`src/ssbt_pkg.sv`:
```
`timescale 1ns / 1ps
`default_nettype none
// ----------------------------------------------------------------------------
// ssbt_pkg
// Shared types and constants of the stable sorted bid table.
// ----------------------------------------------------------------------------
package ssbt_pkg;

    // table depth; a power of two, so logical-to-physical slot math wraps
    localparam int DEPTH = 64;
    localparam int IDX_W = $clog2(DEPTH);
    localparam int CNT_W = IDX_W + 1;

    localparam int Q_W   = 32;
    localparam int P_W   = 32;
    localparam int SUM_W = 38;
    localparam int ECNT_W = 7;

    localparam int CFG_IDX_W = 2;

    typedef enum logic [1:0] {
        OP_INSERT  = 2'd0,
        OP_POP_MIN = 2'd1,
        OP_POP_MAX = 2'd2,
        OP_CLEAR   = 2'd3
    } t_op;

    typedef enum logic [CFG_IDX_W-1:0] {
        REG_NEGATE_PRICE    = 2'd0,
        REG_NEGATE_QUANTITY = 2'd1
    } t_reg;

    typedef struct packed {
        logic [Q_W-1:0] quantity;
        logic [P_W-1:0] price;
    } t_entry;

endpackage
`default_nettype wire

```
`src/stable_sorted_bid_table_core.sv`:
```
`timescale 1ns / 1ps
`default_nettype none
// ----------------------------------------------------------------------------
// stable_sorted_bid_table_core
// Bid table kept sorted by ascending price, stable for equal prices, with
// insert, pop smallest, pop largest and clear.
// ----------------------------------------------------------------------------
// channel   direction  handshake                    payload
// command   in         start high, busy low         operation, bid_quantity, bid_price
// result    out        o_result_strobe, one cycle   popped fields, flags, count, total
// config    in         i_cfg_valid && o_cfg_ready   i_cfg_index, i_cfg_data
//
// Bids sit in a circular buffer (one-write, one-read memory with registered
// read data) with a head pointer, so popping either end moves no entries.
// An insert walks from the back, moving each larger-priced entry up one slot
// per cycle through the single write port; into an empty table the bid is
// placed directly at the head.
// Clear, empty pops and dropped inserts finish without leaving idle.
// Synchronous active-low reset empties the table; no clearing pass is needed.
// The receiver cannot stall; the result strobe lasts exactly one cycle.
// ----------------------------------------------------------------------------
module stable_sorted_bid_table_core
    import ssbt_pkg::*;
(
    input  wire                        i_clk,
    input  wire                        i_rst_n,
    input  wire                        start,
    output logic                       busy,
    input  wire  [1:0]                 i_operation,
    input  wire  signed [Q_W-1:0]      i_bid_quantity,
    input  wire  signed [P_W-1:0]      i_bid_price,
    output logic                       o_result_strobe,
    output logic signed [Q_W-1:0]      o_popped_quantity,
    output logic signed [P_W-1:0]      o_popped_price,
    output logic                       o_popped_valid,
    output logic                       o_insert_dropped,
    output logic [ECNT_W-1:0]          o_entry_count,
    output logic signed [SUM_W-1:0]    o_total_quantity,
    input  wire                        i_cfg_valid,
    output logic                       o_cfg_ready,
    input  wire  [CFG_IDX_W-1:0]       i_cfg_index,
    input  wire                        i_cfg_data
);

    typedef enum logic [1:0] {
        S_IDLE,
        S_INS_SCAN,
        S_INS_PLACE,
        S_POP
    } t_state;

    t_entry r_mem [DEPTH];
    t_entry r_rd;

    t_state             r_state, n_state;
    logic [IDX_W-1:0]   r_head, n_head;
    logic [CNT_W-1:0]   r_count, n_count;
    logic [SUM_W-1:0]   r_sum, n_sum;
    logic [IDX_W-1:0]   r_k, n_k;
    t_op                r_op, n_op;
    t_entry             r_bid, n_bid;
    logic               r_neg_price, r_neg_quantity;
    logic               r_strobe, n_strobe;
    logic [Q_W-1:0]     r_out_q, n_out_q;
    logic [P_W-1:0]     r_out_p, n_out_p;
    logic               r_out_valid, n_out_valid;
    logic               r_out_drop, n_out_drop;

    logic               wr_en;
    logic [IDX_W-1:0]   wr_log;
    t_entry             wr_data;
    logic [IDX_W-1:0]   rd_log;

    // shared add/subtract on the running total
    logic               sum_sub;
    logic [Q_W-1:0]     sum_operand;
    logic [SUM_W-1:0]   sum_ext;
    logic [SUM_W-1:0]   sum_result;

    logic               accept;
    logic               rd_greater;
    logic [IDX_W-1:0]   last_log;

    assign accept     = start && !busy;
    assign last_log   = r_count[IDX_W-1:0] - IDX_W'(1);
    assign rd_greater = $signed(r_rd.price) > $signed(r_bid.price);

    assign sum_ext    = {{(SUM_W-Q_W){sum_operand[Q_W-1]}}, sum_operand};
    assign sum_result = sum_sub ? (r_sum - sum_ext) : (r_sum + sum_ext);

    always_comb begin
        n_state     = r_state;
        n_head      = r_head;
        n_count     = r_count;
        n_sum       = r_sum;
        n_k         = r_k;
        n_op        = r_op;
        n_bid       = r_bid;
        n_strobe    = 1'b0;
        n_out_q     = r_out_q;
        n_out_p     = r_out_p;
        n_out_valid = r_out_valid;
        n_out_drop  = r_out_drop;
        wr_en       = 1'b0;
        wr_log      = '0;
        wr_data     = r_bid;
        rd_log      = r_k - IDX_W'(1);
        sum_sub     = 1'b0;
        sum_operand = r_bid.quantity;

        case (r_state)
            S_IDLE: begin
                rd_log = (t_op'(i_operation) == OP_POP_MIN) ? '0 : last_log;
                if (accept) begin
                    n_op        = t_op'(i_operation);
                    n_bid       = '{quantity: i_bid_quantity, price: i_bid_price};
                    n_k         = last_log;
                    n_out_q     = '0;
                    n_out_p     = '0;
                    n_out_valid = 1'b0;
                    n_out_drop  = 1'b0;
                    case (t_op'(i_operation))
                        OP_INSERT: begin
                            if (r_count >= CNT_W'(DEPTH)) begin
                                n_out_drop = 1'b1;
                                n_strobe   = 1'b1;
                            end else if (r_count == '0) begin
                                // empty table: place directly at the head
                                wr_en       = 1'b1;
                                wr_log      = '0;
                                wr_data     = n_bid;
                                sum_operand = i_bid_quantity;
                                n_sum       = sum_result;
                                n_count     = r_count + CNT_W'(1);
                                n_strobe    = 1'b1;
                            end else begin
                                n_state = S_INS_SCAN;
                            end
                        end
                        OP_POP_MIN, OP_POP_MAX: begin
                            if (r_count == '0) begin
                                n_strobe = 1'b1;
                            end else begin
                                n_state = S_POP;
                            end
                        end
                        default: begin
                            n_count  = '0;
                            n_sum    = '0;
                            n_head   = '0;
                            n_strobe = 1'b1;
                        end
                    endcase
                end
            end
            S_INS_SCAN: begin
                // r_rd holds logical entry r_k
                wr_en  = 1'b1;
                wr_log = r_k + IDX_W'(1);
                if (rd_greater) begin
                    wr_data = r_rd;
                    n_k     = r_k - IDX_W'(1);
                    if (r_k == '0) begin
                        n_state = S_INS_PLACE;
                    end
                end else begin
                    wr_data  = r_bid;
                    n_sum    = sum_result;
                    n_count  = r_count + CNT_W'(1);
                    n_strobe = 1'b1;
                    n_state  = S_IDLE;
                end
            end
            S_INS_PLACE: begin
                wr_en    = 1'b1;
                wr_log   = '0;
                wr_data  = r_bid;
                n_sum    = sum_result;
                n_count  = r_count + CNT_W'(1);
                n_strobe = 1'b1;
                n_state  = S_IDLE;
            end
            S_POP: begin
                sum_sub     = 1'b1;
                sum_operand = r_rd.quantity;
                n_sum       = sum_result;
                n_count     = r_count - CNT_W'(1);
                if (r_op == OP_POP_MIN) begin
                    n_head = r_head + IDX_W'(1);
                end
                n_out_q     = r_neg_quantity ? (Q_W'(0) - r_rd.quantity) : r_rd.quantity;
                n_out_p     = r_neg_price ? (P_W'(0) - r_rd.price) : r_rd.price;
                n_out_valid = 1'b1;
                n_strobe    = 1'b1;
                n_state     = S_IDLE;
            end
            default: begin
                n_state = S_IDLE;
            end
        endcase
    end

    // table storage: one write and one registered read per cycle
    always_ff @(posedge i_clk) begin
        if (wr_en) begin
            r_mem[r_head + wr_log] <= wr_data;
        end
        r_rd <= r_mem[r_head + rd_log];
    end

    always_ff @(posedge i_clk) begin
        if (!i_rst_n) begin
            r_state        <= S_IDLE;
            r_head         <= '0;
            r_count        <= '0;
            r_sum          <= '0;
            r_strobe       <= 1'b0;
            r_out_valid    <= 1'b0;
            r_out_drop     <= 1'b0;
            r_neg_price    <= 1'b0;
            r_neg_quantity <= 1'b0;
            r_out_q        <= '0;
            r_out_p        <= '0;
        end else begin
            r_state     <= n_state;
            r_head      <= n_head;
            r_count     <= n_count;
            r_sum       <= n_sum;
            r_strobe    <= n_strobe;
            r_out_q     <= n_out_q;
            r_out_p     <= n_out_p;
            r_out_valid <= n_out_valid;
            r_out_drop  <= n_out_drop;
            if (i_cfg_valid && o_cfg_ready) begin
                case (t_reg'(i_cfg_index))
                    REG_NEGATE_PRICE:    r_neg_price    <= i_cfg_data;
                    REG_NEGATE_QUANTITY: r_neg_quantity <= i_cfg_data;
                    default: ;
                endcase
            end
        end
        r_k   <= n_k;
        r_op  <= n_op;
        r_bid <= n_bid;
    end

    assign busy              = (r_state != S_IDLE);
    assign o_cfg_ready       = 1'b1;
    assign o_result_strobe   = r_strobe;
    assign o_popped_quantity = r_out_q;
    assign o_popped_price    = r_out_p;
    assign o_popped_valid    = r_out_valid;
    assign o_insert_dropped  = r_out_drop;
    assign o_entry_count     = ECNT_W'(r_count);
    assign o_total_quantity  = r_sum;

    a_count_bound: assert property (@(posedge i_clk) disable iff (!i_rst_n)
        r_count <= CNT_W'(DEPTH))
        else $error("entry count beyond table depth");

    a_strobe_idle: assert property (@(posedge i_clk) disable iff (!i_rst_n)
        r_strobe |-> !busy)
        else $error("result shown while an item is still at work");

    a_drop_full: assert property (@(posedge i_clk) disable iff (!i_rst_n)
        (r_strobe && r_out_drop) |-> (r_count == CNT_W'(DEPTH)))
        else $error("insert dropped while table not full");

    a_pop_count: assert property (@(posedge i_clk) disable iff (!i_rst_n)
        (r_state == S_POP) |=> (r_strobe && r_out_valid && !busy))
        else $error("pop did not finish with a valid result");

endmodule
`default_nettype wire

```
`config.mk`:
```
export PLATFORM = sky130hd
export DESIGN_NAME = stable_sorted_bid_table_core
export DESIGN_NICKNAME = d
export VERILOG_FILES = /design/src/ssbt_pkg.sv /design/src/stable_sorted_bid_table_core.sv
export SDC_FILE = /design/constraint.sdc
export NUM_CORES = 2
export LEC_CHECK = 0
export BUFFER_PORTS_ARGS = -buffer_cell sky130_fd_sc_hd__buf_2
export CAP_MARGIN = 20
export CORE_UTILIZATION = 35
export CTS_CLUSTER_SIZE = 25
export DETAILED_ROUTE_END_ITERATION = 7
export SYNTH_ARGS = -nofsm -noshare
export SYNTH_HDL_FRONTEND = slang
export SYNTH_SLANG_ARGS = --single-unit
```
`constraint.sdc`:
```
create_clock -name i_clk -period 16.6 [get_ports i_clk]
set_clock_uncertainty 0.2 [all_clocks]
set_input_delay 1.66 -clock i_clk [delete_from_list [all_inputs] [get_ports i_clk]]
set_output_delay 1.66 -clock i_clk [all_outputs]
set_load 0.1 [all_outputs]
```
==> report_table.html <==
<table>
<tr><th>Metric</th><th>Value</th></tr>
<tr><th colspan="2">Status</th></tr>
<tr><td>Outcome</td><td>finished clean</td></tr>
<tr><th colspan="2">Drt</th></tr>
<tr><td>Vias after detailed routing</td><td>87114</td></tr>
<tr><td>Count of unresolved DRC violations after routing</td><td>0</td></tr>
<tr><td>First drt pass iteration count</td><td>8</td></tr>
<tr><td>Final ANT Viol Nets</td><td>0</td></tr>
<tr><td>Number of DRC violations after detailed-routing iteration 0</td><td>10985</td></tr>
<tr><td>Number of vias per cell</td><td>5.741</td></tr>
<tr><td>Total wirelength of the detailed-routed design</td><td>495.3 mm</td></tr>
<tr><td>DR WL/cell</td><td>32.64 um</td></tr>
<tr><th colspan="2">Synthesis</th></tr>
<tr><td>Synth Instances</td><td>7878</td></tr>
<tr><td>Synth Area in Simple Gates</td><td>1.856%</td></tr>
<tr><td>Commonest cells in the synthesized netlist</td><td>edfxtp_1 (4168), mux4_2 (1280), clkbuf_1 (326)</td></tr>
<tr><td>Largest area contributor in the synthesized netlist</td><td>edfxtp_1</td></tr>
<tr><td>Async set-reset flop share out of synthesis</td><td>0%</td></tr>
<tr><td>Most frequent cell after synthesis</td><td>edfxtp_1</td></tr>
<tr><td>Total of warnings raised by yosys</td><td>0</td></tr>
<tr><td>Main combinational cell family by area after synthesis</td><td>multiplexers</td></tr>
<tr><td>Post-synth net total</td><td>8050</td></tr>
<tr><td>Post-Synth XOR/XNOR Area</td><td>0.7726%</td></tr>
<tr><td>Compound-Gate Fraction of Synth Area</td><td>2.759%</td></tr>
<tr><td>Number of synthesized flops with an enable pin</td><td>4168</td></tr>
<tr><td>Sequential area share after synthesis</td><td>75.29%</td></tr>
<tr><td>Most common flop cell mapped by yosys</td><td>edfxtp_1</td></tr>
<tr><td>Syn avg cell area</td><td>21.73 um^2</td></tr>
<tr><td>Top cell type's share of synthesized area</td><td>73.11%</td></tr>
<tr><td>Number of library cell types mapped by synthesis</td><td>84</td></tr>
<tr><td>Synthesized-area fraction occupied by adder cells</td><td>0.7367%</td></tr>
<tr><td>Biggest area contributors in the synthesized netlist</td><td>edfxtp_1 (73%), mux4_2 (17%), dfxtp_1 (2.2%), clkbuf_1 (0.71%), ha_1 (0.70%)</td></tr>
<tr><td>Mux share of post-synthesis cell area</td><td>17.42%</td></tr>
<tr><td>Flop and latch count out of synthesis</td><td>4354</td></tr>
<tr><td>Cell Area, Synth</td><td>171200 um^2</td></tr>
<tr><th colspan="2">Worst setup path</th></tr>
<tr><td>Cell depth of the worst setup path</td><td>25</td></tr>
<tr><td>Worst stage delay on the critical path</td><td>0.74 ns</td></tr>
<tr><td>Kind of critical path</td><td>input port to register</td></tr>
<tr><td>Cell depth of the worst flop-to-flop path</td><td>24</td></tr>
<tr><td>Most frequent cell on the critical path</td><td>ha_1</td></tr>
<tr><td>FF-to-FF setup slack</td><td>8.90 ns</td></tr>
<tr><td>Critical Path Start Type</td><td>input port</td></tr>
<tr><td>Element type at the critical path end</td><td>register</td></tr>
<tr><td>Crit Reg-Reg Endpoint</td><td>o_total_quantity[37]$_SDFFE_PN0P_</td></tr>
<tr><td>Largest delay share family, worst path</td><td>compound AO/OA/AOI/OAI gates</td></tr>
<tr><td>Buf/Inv on CP</td><td>3</td></tr>
<tr><td>Crit path max-delay cell type</td><td>nor3_4</td></tr>
<tr><td>CP arrival</td><td>8.74 ns</td></tr>
<tr><td>Startpoint of the most critical register-to-register path</td><td>o_entry_count[0]$_SDFFE_PN0P_</td></tr>
<tr><td>End point of the critical path</td><td>o_total_quantity[37]$_SDFFE_PN0P_</td></tr>
<tr><td>Timing startpoint of the critical path</td><td>i_operation[1]</td></tr>
<tr><td>Worst EP required</td><td>17.32 ns</td></tr>
<tr><td>Worst-path fanout max</td><td>18</td></tr>
<tr><th colspan="2">STA</th></tr>
<tr><td>Setup WS post-layout</td><td>8.580 ns</td></tr>
<tr><td>Part of the cycle the worst path needs</td><td>48.31%</td></tr>
<tr><td>Final-report hold violation count</td><td>0</td></tr>
<tr><td>Highest achievable clock rate</td><td>124.7 MHz</td></tr>
<tr><td>Remaining max-slew budget at the tightest pin</td><td>19.74%</td></tr>
<tr><td>Max-slew violations</td><td>0</td></tr>
<tr><td>Final number of setup-violating endpoints</td><td>0</td></tr>
<tr><td>RSZ-0062 raised after global routing</td><td>false</td></tr>
<tr><td>Slew at the pin with the worst max-slew slack</td><td>1.204 ns</td></tr>
<tr><td>Final critical path time including I/O delays and setup</td><td>8.020 ns</td></tr>
<tr><td>Setup TNS after final layout</td><td>0 ns</td></tr>
<tr><th colspan="2">Die</th></tr>
<tr><td>Number of placement rows</td><td>256</td></tr>
<tr><td>Chip height</td><td>701.4 um</td></tr>
<tr><td>Starting Density</td><td>35.18%</td></tr>
<tr><td>Die boundary width</td><td>701.4 um</td></tr>
<tr><td>Die area</td><td>491900 um^2</td></tr>
<tr><td>Number of top-level pins</td><td>187</td></tr>
<tr><td>Core Box Area</td><td>486500 um^2</td></tr>
<tr><th colspan="2">Global routing</th></tr>
<tr><td>Largest net degree at the start of global routing</td><td>141</td></tr>
<tr><td>GR Util All Layers</td><td>19.65%</td></tr>
<tr><td>Residual overflow from global routing</td><td>0</td></tr>
<tr><td>Via count of the first global-routing pass</td><td>86811</td></tr>
<tr><td>Initial antenna violation count</td><td>23</td></tr>
<tr><td>Wire length of the first global-routing pass</td><td>685.6 mm</td></tr>
<tr><th colspan="2">Placed design</th></tr>
<tr><td>Worst slack after detailed placement</td><td>7.608 ns</td></tr>
<tr><td>Placed cell areas</td><td>182300 um^2</td></tr>
<tr><td>Cell total after placement</td><td>14381</td></tr>
<tr><td>Count of buffers from port buffering</td><td>185</td></tr>
<tr><td>Routability-driven placement congestion ratio</td><td>0.8583</td></tr>
<tr><td>Detailed Place HPWL</td><td>269.5 mm</td></tr>
<tr><th colspan="2">Clock tree</th></tr>
<tr><td>Clock root buffer</td><td>clkbuf_16</td></tr>
<tr><td>Clock transition at the registers of the reported paths</td><td>0.06 ns</td></tr>
<tr><td>Post-CTS sizing</td><td>0</td></tr>
<tr><td>TritonCTS clock tree</td><td>built</td></tr>
<tr><td>Worst-case clock buffer depth</td><td>4</td></tr>
<tr><td>Hold-fix buffer count after cts</td><td>0</td></tr>
<tr><td>H-tree depth</td><td>5</td></tr>
<tr><td>Number of buffers added by the clock tree synthesis step</td><td>416</td></tr>
<tr><td>Sink count of the clock tree</td><td>4354</td></tr>
<tr><td>Skew-Pair Late Insertion Delay</td><td>1.02 ns</td></tr>
<tr><td>Number of post-CTS setup repair buffers</td><td>0</td></tr>
<tr><th colspan="2">Final layout</th></tr>
<tr><td>Final instance area</td><td>196100 um^2</td></tr>
<tr><td>Number of nets in the finished design</td><td>8528</td></tr>
<tr><td>Post-route non-filler standard cell count</td><td>15174</td></tr>
<tr><td>Layout cell share with drive strength beyond 1</td><td>29.27%</td></tr>
<tr><td>Area growth from synthesis to final layout</td><td>14.53%</td></tr>
<tr><th colspan="2">Power and ir drop</th></tr>
<tr><td>Static Leak</td><td>0.06146 uW</td></tr>
<tr><td>Total power</td><td>40040 uW</td></tr>
<tr><td>Power density of the placed cells</td><td>204.2 nW/um^2</td></tr>
<tr><td>VDD IR max</td><td>0.1967 mV</td></tr>
<tr><th colspan="2">Flow run</th></tr>
<tr><td>Count of max-cap constraint violations</td><td>0</td></tr>
<tr><th colspan="2">Hold path</th></tr>
<tr><td>Class of the tightest hold or removal check</td><td>register to register</td></tr>
</table>
[stage by stage]
step	util, %	hold slack [ns]
3_3_place_gp	37.44	0.2777
2_1_floorplan	-	0.2793
4_1_cts	40.26	0.2866
5_1_grt	40.29	0.3260
3_5_place_dp	37.46	0.2770
6_report	40.30	0.2869
[cell families (layout without fill, tap and decap cells)]
logic type,Yosys count,count (layout)
AO/OA/AOI/OAI,722,722
adder cells (fa/ha/maj),99,99
multiplexers,1379,1379
flip-flops,4354,4354
buffers and inverters,521,1359
other,1,9
XOR/XNOR,151,151
AND/OR/NAND/NOR,651,651
[report_power, final]
part	leakage, uW	internal [uW]	switching (uW)
clock	0.00667	5390	4170
sequential	0.0392	14600	339
combinational	0.0156	6320	9250
total	0.0615	26300	13800
[area by class of cell]
| cell class | instances | area, um^2 |
|---|---|---|
| fillers | 42237 | 290500 |
| flip-flops and latches | 4354 | 128900 |
| multi-input cells | 3003 | 41520 |
| clock buffers | 529 | 11220 |
| well taps | 6450 | 8070 |
| repair buffers | 486 | 3562 |
| clock inverters | 249 | 2414 |
| inverters | 95 | 361.6 |
| diodes | 8 | 20.02 |
[worst min path at each step]
stage / from / end / slack (ns) / cells past startpoint
after detailed placement: o_total_quantity[31]$_SDFFE_PN0P_ / o_total_quantity[31]$_SDFFE_PN0P_ / 0.28 / 2
after CTS: o_total_quantity[31]$_SDFFE_PN0P_ / o_total_quantity[31]$_SDFFE_PN0P_ / 0.29 / 2
after global routing: o_total_quantity[10]$_SDFFE_PN0P_ / o_total_quantity[10]$_SDFFE_PN0P_ / 0.33 / 2
after floorplan: r_rd[0]$_DFF_P_ / o_popped_price[0]$_SDFFE_PN0P_ / 0.28 / 2
final: o_total_quantity[31]$_SDFFE_PN0P_ / o_total_quantity[31]$_SDFFE_PN0P_ / 0.29 / 2
after global placement: o_total_quantity[31]$_SDFFE_PN0P_ / o_total_quantity[31]$_SDFFE_PN0P_ / 0.28 / 2
[registers in the layout, summed over array words and instances, names as in the netlist]
name	flops
o_entry_count	7
o_insert_dropped	1
o_popped_price	32
o_popped_quantity	32
o_popped_valid	1
o_result_strobe	1
o_total_quantity	38
r_bid	64
r_head	6
r_k	6
r_mem	4096
r_neg_price	1
r_neg_quantity	1
r_op	2
r_rd	64
r_state	2
[worst reg2reg max path, stage by stage, from the launching register on]
cell,delay (ns)
dfxtp_1,0.44
inv_1,0.14
ha_1,0.35
or4b_4,0.59
nor3_4,0.76
o21ai_4,0.19
o2bb2ai_1,0.23
inv_1,0.12
ha_1,0.25
o21ai_0,0.17
nor4_2,0.50
and3_1,0.38
a31oi_1,0.15
xnor2_1,0.18
ha_1,0.36
a21oi_1,0.18
o21ai_0,0.22
a311oi_1,0.49
a211oi_1,0.20
o41ai_1,0.47
a21oi_1,0.18
a221o_1,0.34
xor2_1,0.16
and3_1,0.19
nor4_2,0.22
[cells in the final DEF (no fill, tap or decap), types with 42 or more instances in the layout]
cell type	netlist	final
nor2b_1	79	79
o21ai_4	1	43
ha_1	96	93
clkbuf_1	326	81
inv_1	94	91
a21oi_1	202	201
mux4_2	1280	1280
xnor2_1	107	103
clkbuf_16	0	423
a22oi_1	125	125
nand3_1	42	42
mux2i_1	95	95
clkinv_1	0	75
nor2_4	0	65
buf_4	4	271
nand2_1	142	142
edfxtp_1	4168	4168
clkinv_2	0	88
nor2_1	227	160
xor2_1	44	44
dfxtp_1	186	185
a211oi_1	74	74
buf_2	10	185
o21ai_0	117	75
[per-layer routing]
layer | global-route usage (%) | vias to the layer above | routed length (um)
met5 | 0 | - | 16
met4 | 6.518 | 2 | 18070
met3 | 3.020 | 847 | 38610
met2 | 33.20 | 4343 | 245100
met1 | 26.04 | 47645 | 193500
li1 | - | 34277 | -
(Power assumes the default switching activity.)
